### config.mk
export PLATFORM = sky130hd
export DESIGN_NAME = message_frame_parser_top
export DESIGN_NICKNAME = d
export VERILOG_FILES = /design/src/mfp_pkg.sv /design/src/mfp_state.sv /design/src/mfp_decode.sv /design/src/message_frame_parser_top.sv
export SDC_FILE = /design/constraint.sdc
export NUM_CORES = 1
export LEC_CHECK = 0
export ABC_AREA = 1
export CORE_MARGIN = 2
export CORE_UTILIZATION = 58
export CTS_CLUSTER_DIAMETER = 200
export DETAILED_ROUTE_END_ITERATION = 10
export DONT_BUFFER_PORTS = 1
export PLACE_DENSITY_LB_ADDON = 0.3
export SYNTH_ARGS = -nofsm -noshare
export SYNTH_HDL_FRONTEND = slang
export SYNTH_HIERARCHICAL = 1
export SYNTH_SLANG_ARGS = --single-unit
### constraint.sdc
create_clock -name clk -period 11.8 [get_ports clk]
set_input_delay 1.18 -clock clk [delete_from_list [all_inputs] [get_ports clk]]
set_output_delay 1.18 -clock clk [all_outputs]
set_load 0.05 [all_outputs]
### src/mfp_pkg.sv
// Message frame parser: shared constants, role and status codes, and the
// frame state and result structures.
// No dependencies; every other file of the block imports this package.
package mfp_pkg;

	// Largest frame in bytes; the byte counter saturates at 16 bits
	localparam longint unsigned MAX_FRAME_BYTES = 65535;
	localparam logic [15:0] FRAME_LIMIT =
		(MAX_FRAME_BYTES < 65535) ? 16'(MAX_FRAME_BYTES) : 16'hFFFF;
	localparam logic [15:0] COUNT_MAX = 16'hFFFF;

	// Reset value of the name length limit register
	localparam logic [7:0] NAME_LIMIT_RESET = 8'd36;

	// Header layout
	localparam logic [15:0] ID_BYTES       = 16'd8;
	localparam logic [15:0] FLAG_INDEX     = 16'd8;
	localparam logic [15:0] NAMELEN_INDEX  = 16'd9;
	localparam logic [15:0] TAG_START      = 16'd10;
	localparam logic [15:0] TAG_END        = 16'd18;
	localparam logic [5:0]  BODY_PLAIN     = 6'd10;
	localparam logic [5:0]  BODY_TAGGED    = 6'd18;
	localparam logic [5:0]  AUTH_BYTES     = 6'd16;
	localparam logic [5:0]  CRYPT_HDR      = 6'd28;
	localparam logic [5:0]  SIG_BYTES      = 6'd32;

	// Flag byte bits
	localparam int FLAG_ENCRYPTED = 7;
	localparam int FLAG_HAS_TAG   = 3;

	// Byte roles
	localparam logic [3:0] ROLE_ID      = 4'd0;
	localparam logic [3:0] ROLE_FLAG    = 4'd1;
	localparam logic [3:0] ROLE_NAMELEN = 4'd2;
	localparam logic [3:0] ROLE_TAG     = 4'd3;
	localparam logic [3:0] ROLE_AUTHTAG = 4'd4;
	localparam logic [3:0] ROLE_IV      = 4'd5;
	localparam logic [3:0] ROLE_SIG     = 4'd6;
	localparam logic [3:0] ROLE_NAME    = 4'd7;
	localparam logic [3:0] ROLE_DATA    = 4'd8;

	// Frame status codes
	localparam logic [1:0] ST_OK        = 2'd0;
	localparam logic [1:0] ST_SHORT     = 2'd1;
	localparam logic [1:0] ST_BAD_NAME  = 2'd2;
	localparam logic [1:0] ST_TOO_LONG  = 2'd3;

	// Per-frame state
	typedef struct packed {
		logic [15:0] byte_count;
		logic [7:0]  flags;
		logic [7:0]  name_len;
		logic [63:0] id;
		logic [63:0] tag;
		logic        overflow;
	} frame_state_t;

	// One labelled byte with the frame summary
	typedef struct packed {
		logic [7:0]  byte_value;
		logic [3:0]  byte_role;
		logic [15:0] role_offset;
		logic        frame_done;
		logic [1:0]  status;
		logic [63:0] message_id;
		logic [63:0] message_tag;
		logic [2:0]  message_type;
		logic [3:0]  frame_flags;
		logic [7:0]  name_length;
		logic [15:0] data_length;
	} result_t;

endpackage

### src/mfp_state.sv
// Message frame parser: per-frame state registers and the name length
// limit register. Depends on mfp_pkg.
module mfp_state (
	input  logic                 clk,
	input  logic                 arst_n,
	input  logic                 advance,
	input  logic                 frame_end,
	input  mfp_pkg::frame_state_t state_next,
	input  logic                 cfg_we,
	input  logic [7:0]           cfg_wdata,
	output mfp_pkg::frame_state_t state,
	output logic [7:0]           name_limit
);
	import mfp_pkg::*;

	frame_state_t state_q;
	logic [7:0]   name_limit_q;

	// Frame state: load the updated state, or clear after the final byte
	always_ff @(posedge clk or negedge arst_n) begin
		if (!arst_n) begin
			state_q <= '0;
		end else if (advance) begin
			if (frame_end) begin
				state_q <= '0;
			end else begin
				state_q <= state_next;
			end
		end
	end

	// Name length limit register
	always_ff @(posedge clk or negedge arst_n) begin
		if (!arst_n) begin
			name_limit_q <= NAME_LIMIT_RESET;
		end else if (cfg_we) begin
			name_limit_q <= cfg_wdata;
		end
	end

	assign state      = state_q;
	assign name_limit = name_limit_q;

endmodule

### src/mfp_decode.sv
// Message frame parser: labels one byte with role and offset, builds the
// updated frame state and, on the final byte, the summary and status.
// Depends on mfp_pkg.
module mfp_decode (
	input  logic                 [7:0] frame_byte,
	input  logic                       final_byte,
	input  mfp_pkg::frame_state_t      state,
	input  logic                 [7:0] name_limit,
	output mfp_pkg::frame_state_t      state_next,
	output mfp_pkg::result_t           result
);
	import mfp_pkg::*;

	logic [15:0] idx;
	logic [7:0]  flags_n;
	logic [7:0]  nl_n;
	logic [63:0] id_n;
	logic [63:0] tag_n;
	logic        ovf_n;
	logic [2:0]  tag_lane;
	logic [5:0]  body;
	logic [5:0]  name_start;
	logic [8:0]  name_end;
	logic [16:0] len;
	logic        short_hdr;
	logic        bad_name;
	logic        short_name;
	logic [1:0]  status;
	logic [3:0]  role;
	logic [15:0] offset;

	assign idx = state.byte_count;

	// Header capture
	assign tag_lane = idx[2:0] - 3'd2;
	assign flags_n  = (idx == FLAG_INDEX) ? frame_byte : state.flags;
	assign nl_n     = (idx == NAMELEN_INDEX) ? frame_byte : state.name_len;
	assign id_n     = (idx < ID_BYTES)
		? (state.id | ({56'd0, frame_byte} << {idx[2:0], 3'b000})) : state.id;
	assign tag_n    = (state.flags[FLAG_HAS_TAG] && idx >= TAG_START && idx < TAG_END)
		? (state.tag | ({56'd0, frame_byte} << {tag_lane, 3'b000})) : state.tag;
	assign ovf_n    = state.overflow | (idx >= FRAME_LIMIT);

	assign state_next.byte_count = (idx == COUNT_MAX) ? idx : idx + 16'd1;
	assign state_next.flags      = flags_n;
	assign state_next.name_len   = nl_n;
	assign state_next.id         = id_n;
	assign state_next.tag        = tag_n;
	assign state_next.overflow   = ovf_n;

	// Section boundaries
	assign body       = flags_n[FLAG_HAS_TAG] ? BODY_TAGGED : BODY_PLAIN;
	assign name_start = body + (flags_n[FLAG_ENCRYPTED] ? CRYPT_HDR : SIG_BYTES);
	assign name_end   = {3'd0, name_start} + {1'b0, nl_n};

	// Role and offset within the role
	always_comb begin
		priority if (idx < ID_BYTES) begin
			role   = ROLE_ID;
			offset = idx;
		end else if (idx == FLAG_INDEX) begin
			role   = ROLE_FLAG;
			offset = '0;
		end else if (idx == NAMELEN_INDEX) begin
			role   = ROLE_NAMELEN;
			offset = '0;
		end else if (idx < {10'd0, body}) begin
			role   = ROLE_TAG;
			offset = idx - TAG_START;
		end else if (flags_n[FLAG_ENCRYPTED] && idx < {10'd0, body + AUTH_BYTES}) begin
			role   = ROLE_AUTHTAG;
			offset = idx - {10'd0, body};
		end else if (flags_n[FLAG_ENCRYPTED] && idx < {10'd0, name_start}) begin
			role   = ROLE_IV;
			offset = idx - {10'd0, body + AUTH_BYTES};
		end else if (idx < {10'd0, name_start}) begin
			role   = ROLE_SIG;
			offset = idx - {10'd0, body};
		end else if (idx < {7'd0, name_end}) begin
			role   = ROLE_NAME;
			offset = idx - {10'd0, name_start};
		end else begin
			role   = ROLE_DATA;
			offset = idx - {7'd0, name_end};
		end
	end

	// Frame status, checked in priority order
	assign len        = {1'b0, idx} + 17'd1;
	assign short_hdr  = (len < 17'd10) || (flags_n[FLAG_HAS_TAG] && len < 17'd18);
	assign bad_name   = (nl_n == 8'd0) || (nl_n > name_limit);
	assign short_name = len < {8'd0, name_end};

	always_comb begin
		priority if (ovf_n) begin
			status = ST_TOO_LONG;
		end else if (short_hdr) begin
			status = ST_SHORT;
		end else if (bad_name) begin
			status = ST_BAD_NAME;
		end else if (short_name) begin
			status = ST_SHORT;
		end else begin
			status = ST_OK;
		end
	end

	// Result; summary fields only on the final byte
	always_comb begin
		result             = '0;
		result.byte_value  = frame_byte;
		result.byte_role   = role;
		result.role_offset = offset;
		if (final_byte) begin
			result.frame_done   = 1'b1;
			result.status       = status;
			result.message_id   = id_n;
			result.message_tag  = flags_n[FLAG_HAS_TAG] ? tag_n : 64'd0;
			result.message_type = flags_n[2:0];
			result.frame_flags  = flags_n[7:4];
			result.name_length  = nl_n;
			result.data_length  = (status == ST_OK)
				? 16'(len - {8'd0, name_end}) : 16'd0;
		end
	end

endmodule

### src/message_frame_parser_top.sv
// Message frame parser top level: input register, decode, output register.
// Depends on mfp_pkg, mfp_state and mfp_decode.
//
// Usage:
//   Frame bytes enter on the s_ stream, one byte per transaction in
//   s_tdata, with s_tlast high on the final byte of a frame. Each byte
//   leaves on the m_ stream as one transaction: s_tdata passed through,
//   its role in m_tuser, its offset in m_tdata, and m_tlast high on the
//   final byte, where m_tdata also carries the header summary, the data
//   length and the status. On other bytes the summary fields are zero.
//   cfg_we/cfg_wdata write the largest accepted name length; write it
//   only while no frame is in flight.
// Pipeline: each byte passes the input register, then the result
//   register. Throughput: one byte per cycle while m_tready is high; the
//   frame state update is the only loop.
// Reset: the frame state clears and the name limit returns to 36; no
//   transaction is held. The frame state clears again after each final byte.
// Stall: when m_tready is low the result is held and one more byte is
//   kept in the input register; s_tready then drops.
module message_frame_parser_top (
	input  logic         clk,
	input  logic         arst_n,
	// Configuration: name length limit
	input  logic         cfg_we,
	input  logic [7:0]   cfg_wdata,
	// Input stream
	input  logic         s_tvalid,
	output logic         s_tready,
	input  logic [7:0]   s_tdata,   // [7:0] frame_byte
	input  logic         s_tlast,   // final_byte
	// Result stream
	output logic         m_tvalid,
	input  logic         m_tready,
	// [7:0] byte_value, [23:8] role_offset, [25:24] status,
	// [89:26] message_id, [153:90] message_tag, [156:154] message_type,
	// [160:157] frame_flags, [168:161] name_length, [184:169] data_length,
	// [191:185] zero
	output logic [191:0] m_tdata,
	output logic [3:0]   m_tuser,   // [3:0] byte_role
	output logic         m_tlast    // frame_done
);
	import mfp_pkg::*;

	logic         in_valid_s1;
	logic [7:0]   byte_s1;
	logic         last_s1;
	logic         out_valid_s2;
	result_t      res_s2;
	logic         out_free;
	logic         advance;
	frame_state_t state;
	frame_state_t state_next;
	logic [7:0]   name_limit;
	result_t      result;

	assign out_free = !out_valid_s2 || m_tready;
	assign advance  = in_valid_s1 && out_free;
	assign s_tready = !in_valid_s1 || out_free;

	// Input register
	always_ff @(posedge clk or negedge arst_n) begin
		if (!arst_n) begin
			in_valid_s1 <= 1'b0;
		end else if (s_tready) begin
			in_valid_s1 <= s_tvalid;
		end
	end

	always_ff @(posedge clk) begin
		if (s_tvalid && s_tready) begin
			byte_s1 <= s_tdata;
			last_s1 <= s_tlast;
		end
	end

	mfp_state u_state (
		.clk        (clk),
		.arst_n     (arst_n),
		.advance    (advance),
		.frame_end  (last_s1),
		.state_next (state_next),
		.cfg_we     (cfg_we),
		.cfg_wdata  (cfg_wdata),
		.state      (state),
		.name_limit (name_limit)
	);

	mfp_decode u_decode (
		.frame_byte (byte_s1),
		.final_byte (last_s1),
		.state      (state),
		.name_limit (name_limit),
		.state_next (state_next),
		.result     (result)
	);

	// Result register
	always_ff @(posedge clk or negedge arst_n) begin
		if (!arst_n) begin
			out_valid_s2 <= 1'b0;
		end else if (out_free) begin
			out_valid_s2 <= in_valid_s1;
		end
	end

	always_ff @(posedge clk) begin
		if (advance) begin
			res_s2 <= result;
		end
	end

	// Output packing
	assign m_tvalid = out_valid_s2;
	assign m_tuser  = res_s2.byte_role;
	assign m_tlast  = res_s2.frame_done;
	assign m_tdata  = {7'd0,
		res_s2.data_length,
		res_s2.name_length,
		res_s2.frame_flags,
		res_s2.message_type,
		res_s2.message_tag,
		res_s2.message_id,
		res_s2.status,
		res_s2.role_offset,
		res_s2.byte_value};

endmodule
==> impl_metrics.py <==
metrics = {
    "clock_network": {
        "tritoncts": "built",
        "cts_buffers": 39,
        "clock_sinks": 370,
        "clock_latency_ps": 550,
        "clk_path_buf_depth": 3,
        "hold_buffers": 0,
        "postCtsSetupBuffers": 0,
        "clk_pin_slew_ps": 70,
        "cts_resized": 0,
        "htreeDepth": 2,
        "cts_root_buf": "clkbuf_16",
    },
    "logic_synthesis": {
        "yosysWarnings": 6,
        "synth_ff_type": "edfxtp_1",
        "synthCells": 2171,
        "yosys.area_share.simple_pct": 25.3,
        "yosysSeqAreaShare_pct": 53.8,
        "syn_avg_cell_area_sq_um": 8.79,
        "synth_area_leaders": "edfxtp_1 31%, dfrtp_1 22%, nand2_1 11%, nand3_1 6.4%, inv_1 4.9%",
        "synthMuxAreaShare_pct": 0,
        "synthTopCellsByCount": "544 x nand2_1, 247 x inv_1, 243 x nand3_1",
        "synth_area_leader_cell": "edfxtp_1",
        "syn_area_sq_um": 19100,
        "yosys.area.top_type_share_pct": 31.3,
        "synth_edf_count": 199,
        "ys_ff_latch": 370,
        "synth_most_common_cell": "nand2_1",
        "ys_async_sr_fraction_pct": 46.2,
        "yosys.area_share.adder_pct": 2.44,
        "synth_top_family_by_area": "simple AND/OR/NAND/NOR gates",
        "synth_compound_area_share_pct": 7.35,
        "ys_types": 52,
        "synth_xor_area_share_pct": 2.11,
    },
    "placement": {
        "port_buffers": 0,
        "dp_hpwl_um": 33900,
        "finalWeightedCongestion": 0.929,
        "place_inst": 2501,
        "placed_area_sq_um": 19000,
    },
    "worst_setup_path": {
        "worstSetupPathType": "flip-flop to flip-flop",
        "critPathArrivalTime_ps": 6670,
        "worstPathRequired_ps": 12090,
        "crit_top_cell": "nand2_1",
        "reg2reg_slack_ps": 5420,
        "worst-path-buf-inv": 4,
        "worst_setup_path_start_kind": "flip-flop",
        "crit_family": "simple AND/OR/NAND/NOR gates",
        "timing.critical_path.slowest_stage_cell": "dfrtp_1",
        "endpoint_kind": "flip-flop",
        "worst_path_largest_cell_delay_ps": 890,
        "critPathMaxFanout": 27,
    },
    "timing": {
        "setup_tns_ps": 0,
        "drv_slew": 0,
        "hold_viol": 0,
        "tightestPinTransition_ps": 1240,
        "period_minus_slack_ps": 6380,
        "relSlewSlack_pct": 17.1,
        "fmax_mhz": 157,
        "rsz0062_at_grt": "no",
        "finClkSkew_ps": 27.2,
        "min_period_over_period_pct": 54.0,
        "finalSetupViolCount": 0,
    },
    "route": {
        "wl_per_cell_um": 19.8,
        "drtIter0Drc": 2030,
        "routed_wl_um": 51000,
        "drtAntennaViolNets": 0,
        "vias_per_cell": 5.86,
        "drc": 0,
        "drt_first_pass_iters": 6,
        "vias": 15100,
    },
    "cells_and_area": {
        "fin_cells": 2573,
        "ff_latch_area_sq_um": 10300,
        "fillCellCount": 2697,
        "drive_gt1_share_pct": 7.46,
        "multi_input_area_sq_um": 7140,
        "nets": 2158,
        "syn2layout_area_growth_pct": 6.17,
        "fin_area_sq_um": 20300,
    },
    "floorplan": {
        "dieHeight_um": 185,
        "rows": 66,
        "fp.coreArea_sq_um": 32500,
        "start_util_pct": 58.8,
        "die_area_sq_um": 34400,
        "die_w_um": 185,
        "io_pins": 221,
    },
    "global_routing": {
        "gr-total-overflow": 0,
        "grt_util_all_layers_pct": 29.8,
        "antenna_found_initial": 1,
        "grt_pass1_wl_um": 79100,
        "grt_max_degree": 172,
        "grt_pass1_vias": 13900,
    },
    "power_and_ir_drop": {
        "p_per_area_nw_per_um2": 159,
        "p_leak_nw": 10.4,
        "ir_drop_uv": 137,
        "switching_power_w": 0.00102,
        "total_power_w": 0.00322,
        "p_seq_share_pct": 52.2,
        "pwr-share-comb_pct": 11.3,
        "clkPwrFrac_pct": 36.5,
        "p_int_w": 0.00220,
        "p_sw_share_pct": 31.6,
    },
    "flow_run": {
        "cap_violations": 0,
    },
    "run_status": {
        "outcome": "complete, no violations",
    },
    "min_path": {
        "min_path_type": "primary input to async pin",
    },
}
==> worst reg2reg max path: cells and delay by family, from the launching register on <==
kind            cells  cell delay (ps)
buf+inv             4             1020
xor+xnor            1              190
compound gates      5              910
flops               1              890
simple gates       16             1940
fa+ha+maj           3             1190
==> layer usage <==
metal | track usage [%] | part of all wire, %
met3 | 6.69 | 11
met4 | 8.79 | 2.5
met5 | 0 | 0
met1 | 46.0 | 44
met2 | 41.7 | 43
==> kinds of logic after synthesis <==
kind of cell               count (synthesis)
AOI/OAI and AO/OA                        249
xor gates and xnor gates                  46
adders and majority gates                 36
buffers and inverters                    395
DFF                                      370
other                                      1
and+or+nand+nor                         1074
==> flip-flops by register name, summed over array words and instances, names as in the netlist <==
| signal | flops |
|---|---|
| m_tvalid | 1 |
| m_tuser | 4 |
| byte_s1 | 8 |
| in_valid_s1 | 1 |
| m_tdata | 185 |
| u_state/name_limit | 8 |
| last_s1 | 1 |
| u_state/state | 161 |
| m_tlast | 1 |
==> through the flow <==
step | setup WS [ps] | hold slack, ps | util, %
final | 5420 | 345 | 62.4
after global routing | 4720 | 313 | 62.4
after CTS | 5480 | 302 | 62.4
after detailed placement | 5500 | 465 | 58.7
after global placement | 5730 | 456 | 58.7
after floorplan | 3870 | 442 | -
==> final timing paths <==
path                                                start                              to  depth (start not counted)
min                                                arst_n  u_state/state[130]$_DFFE_PN0P_                          0
max                        u_state/state[146]$_DFFE_PN0P_           m_tdata[22]$_DFFE_PP_                         29
min in group clk                     byte_s1[3]$_DFFE_PP_            m_tdata[3]$_DFFE_PP_                          0
max in group asynchronous                          arst_n   u_state/state[14]$_DFFE_PN0P_                          0
max reg2reg                u_state/state[146]$_DFFE_PN0P_           m_tdata[22]$_DFFE_PP_                         29
min reg2reg                          byte_s1[3]$_DFFE_PP_            m_tdata[3]$_DFFE_PP_                          0
==> cell type report <==
class	count	share of cell area [%]
Tap cell	442	2.73
Clock buffer	46	5.00
Antenna cell	1	0.0124
Sequential cell	370	50.6
Timing Repair Buffer	14	0.519
Inverter	263	4.90
Clock inverter	25	0.958
Multi-Input combinational cell	1412	35.2
==> power by group through the flow <==
stage          logic (W)  registers, W  clock network (W)
5_1_grt         0.000392       0.00169            0.00125
4_1_cts         0.000352       0.00168            0.00119
2_1_floorplan   0.000261       0.00169                  0
6_report        0.000364       0.00168            0.00117
3_3_place_gp    0.000346       0.00170                  0
3_5_place_dp    0.000350       0.00170                  0
==> cells in the final DEF (no fill, tap or decap), types with 17 or more instances in the layout <==
master	Yosys	routed
ha_1	34	34
nand4_1	17	17
nor2_4	20	20
nor2_1	159	158
inv_1	247	247
nand2_1	544	543
dfrtp_1	169	169
edfxtp_1	199	199
o21ai_0	41	41
nand3_1	243	243
a31oi_1	70	70
nor3_1	43	43
xor2_1	34	34
clkbuf_16	0	39
a21oi_1	108	107
(Power assumes the default switching activity.)
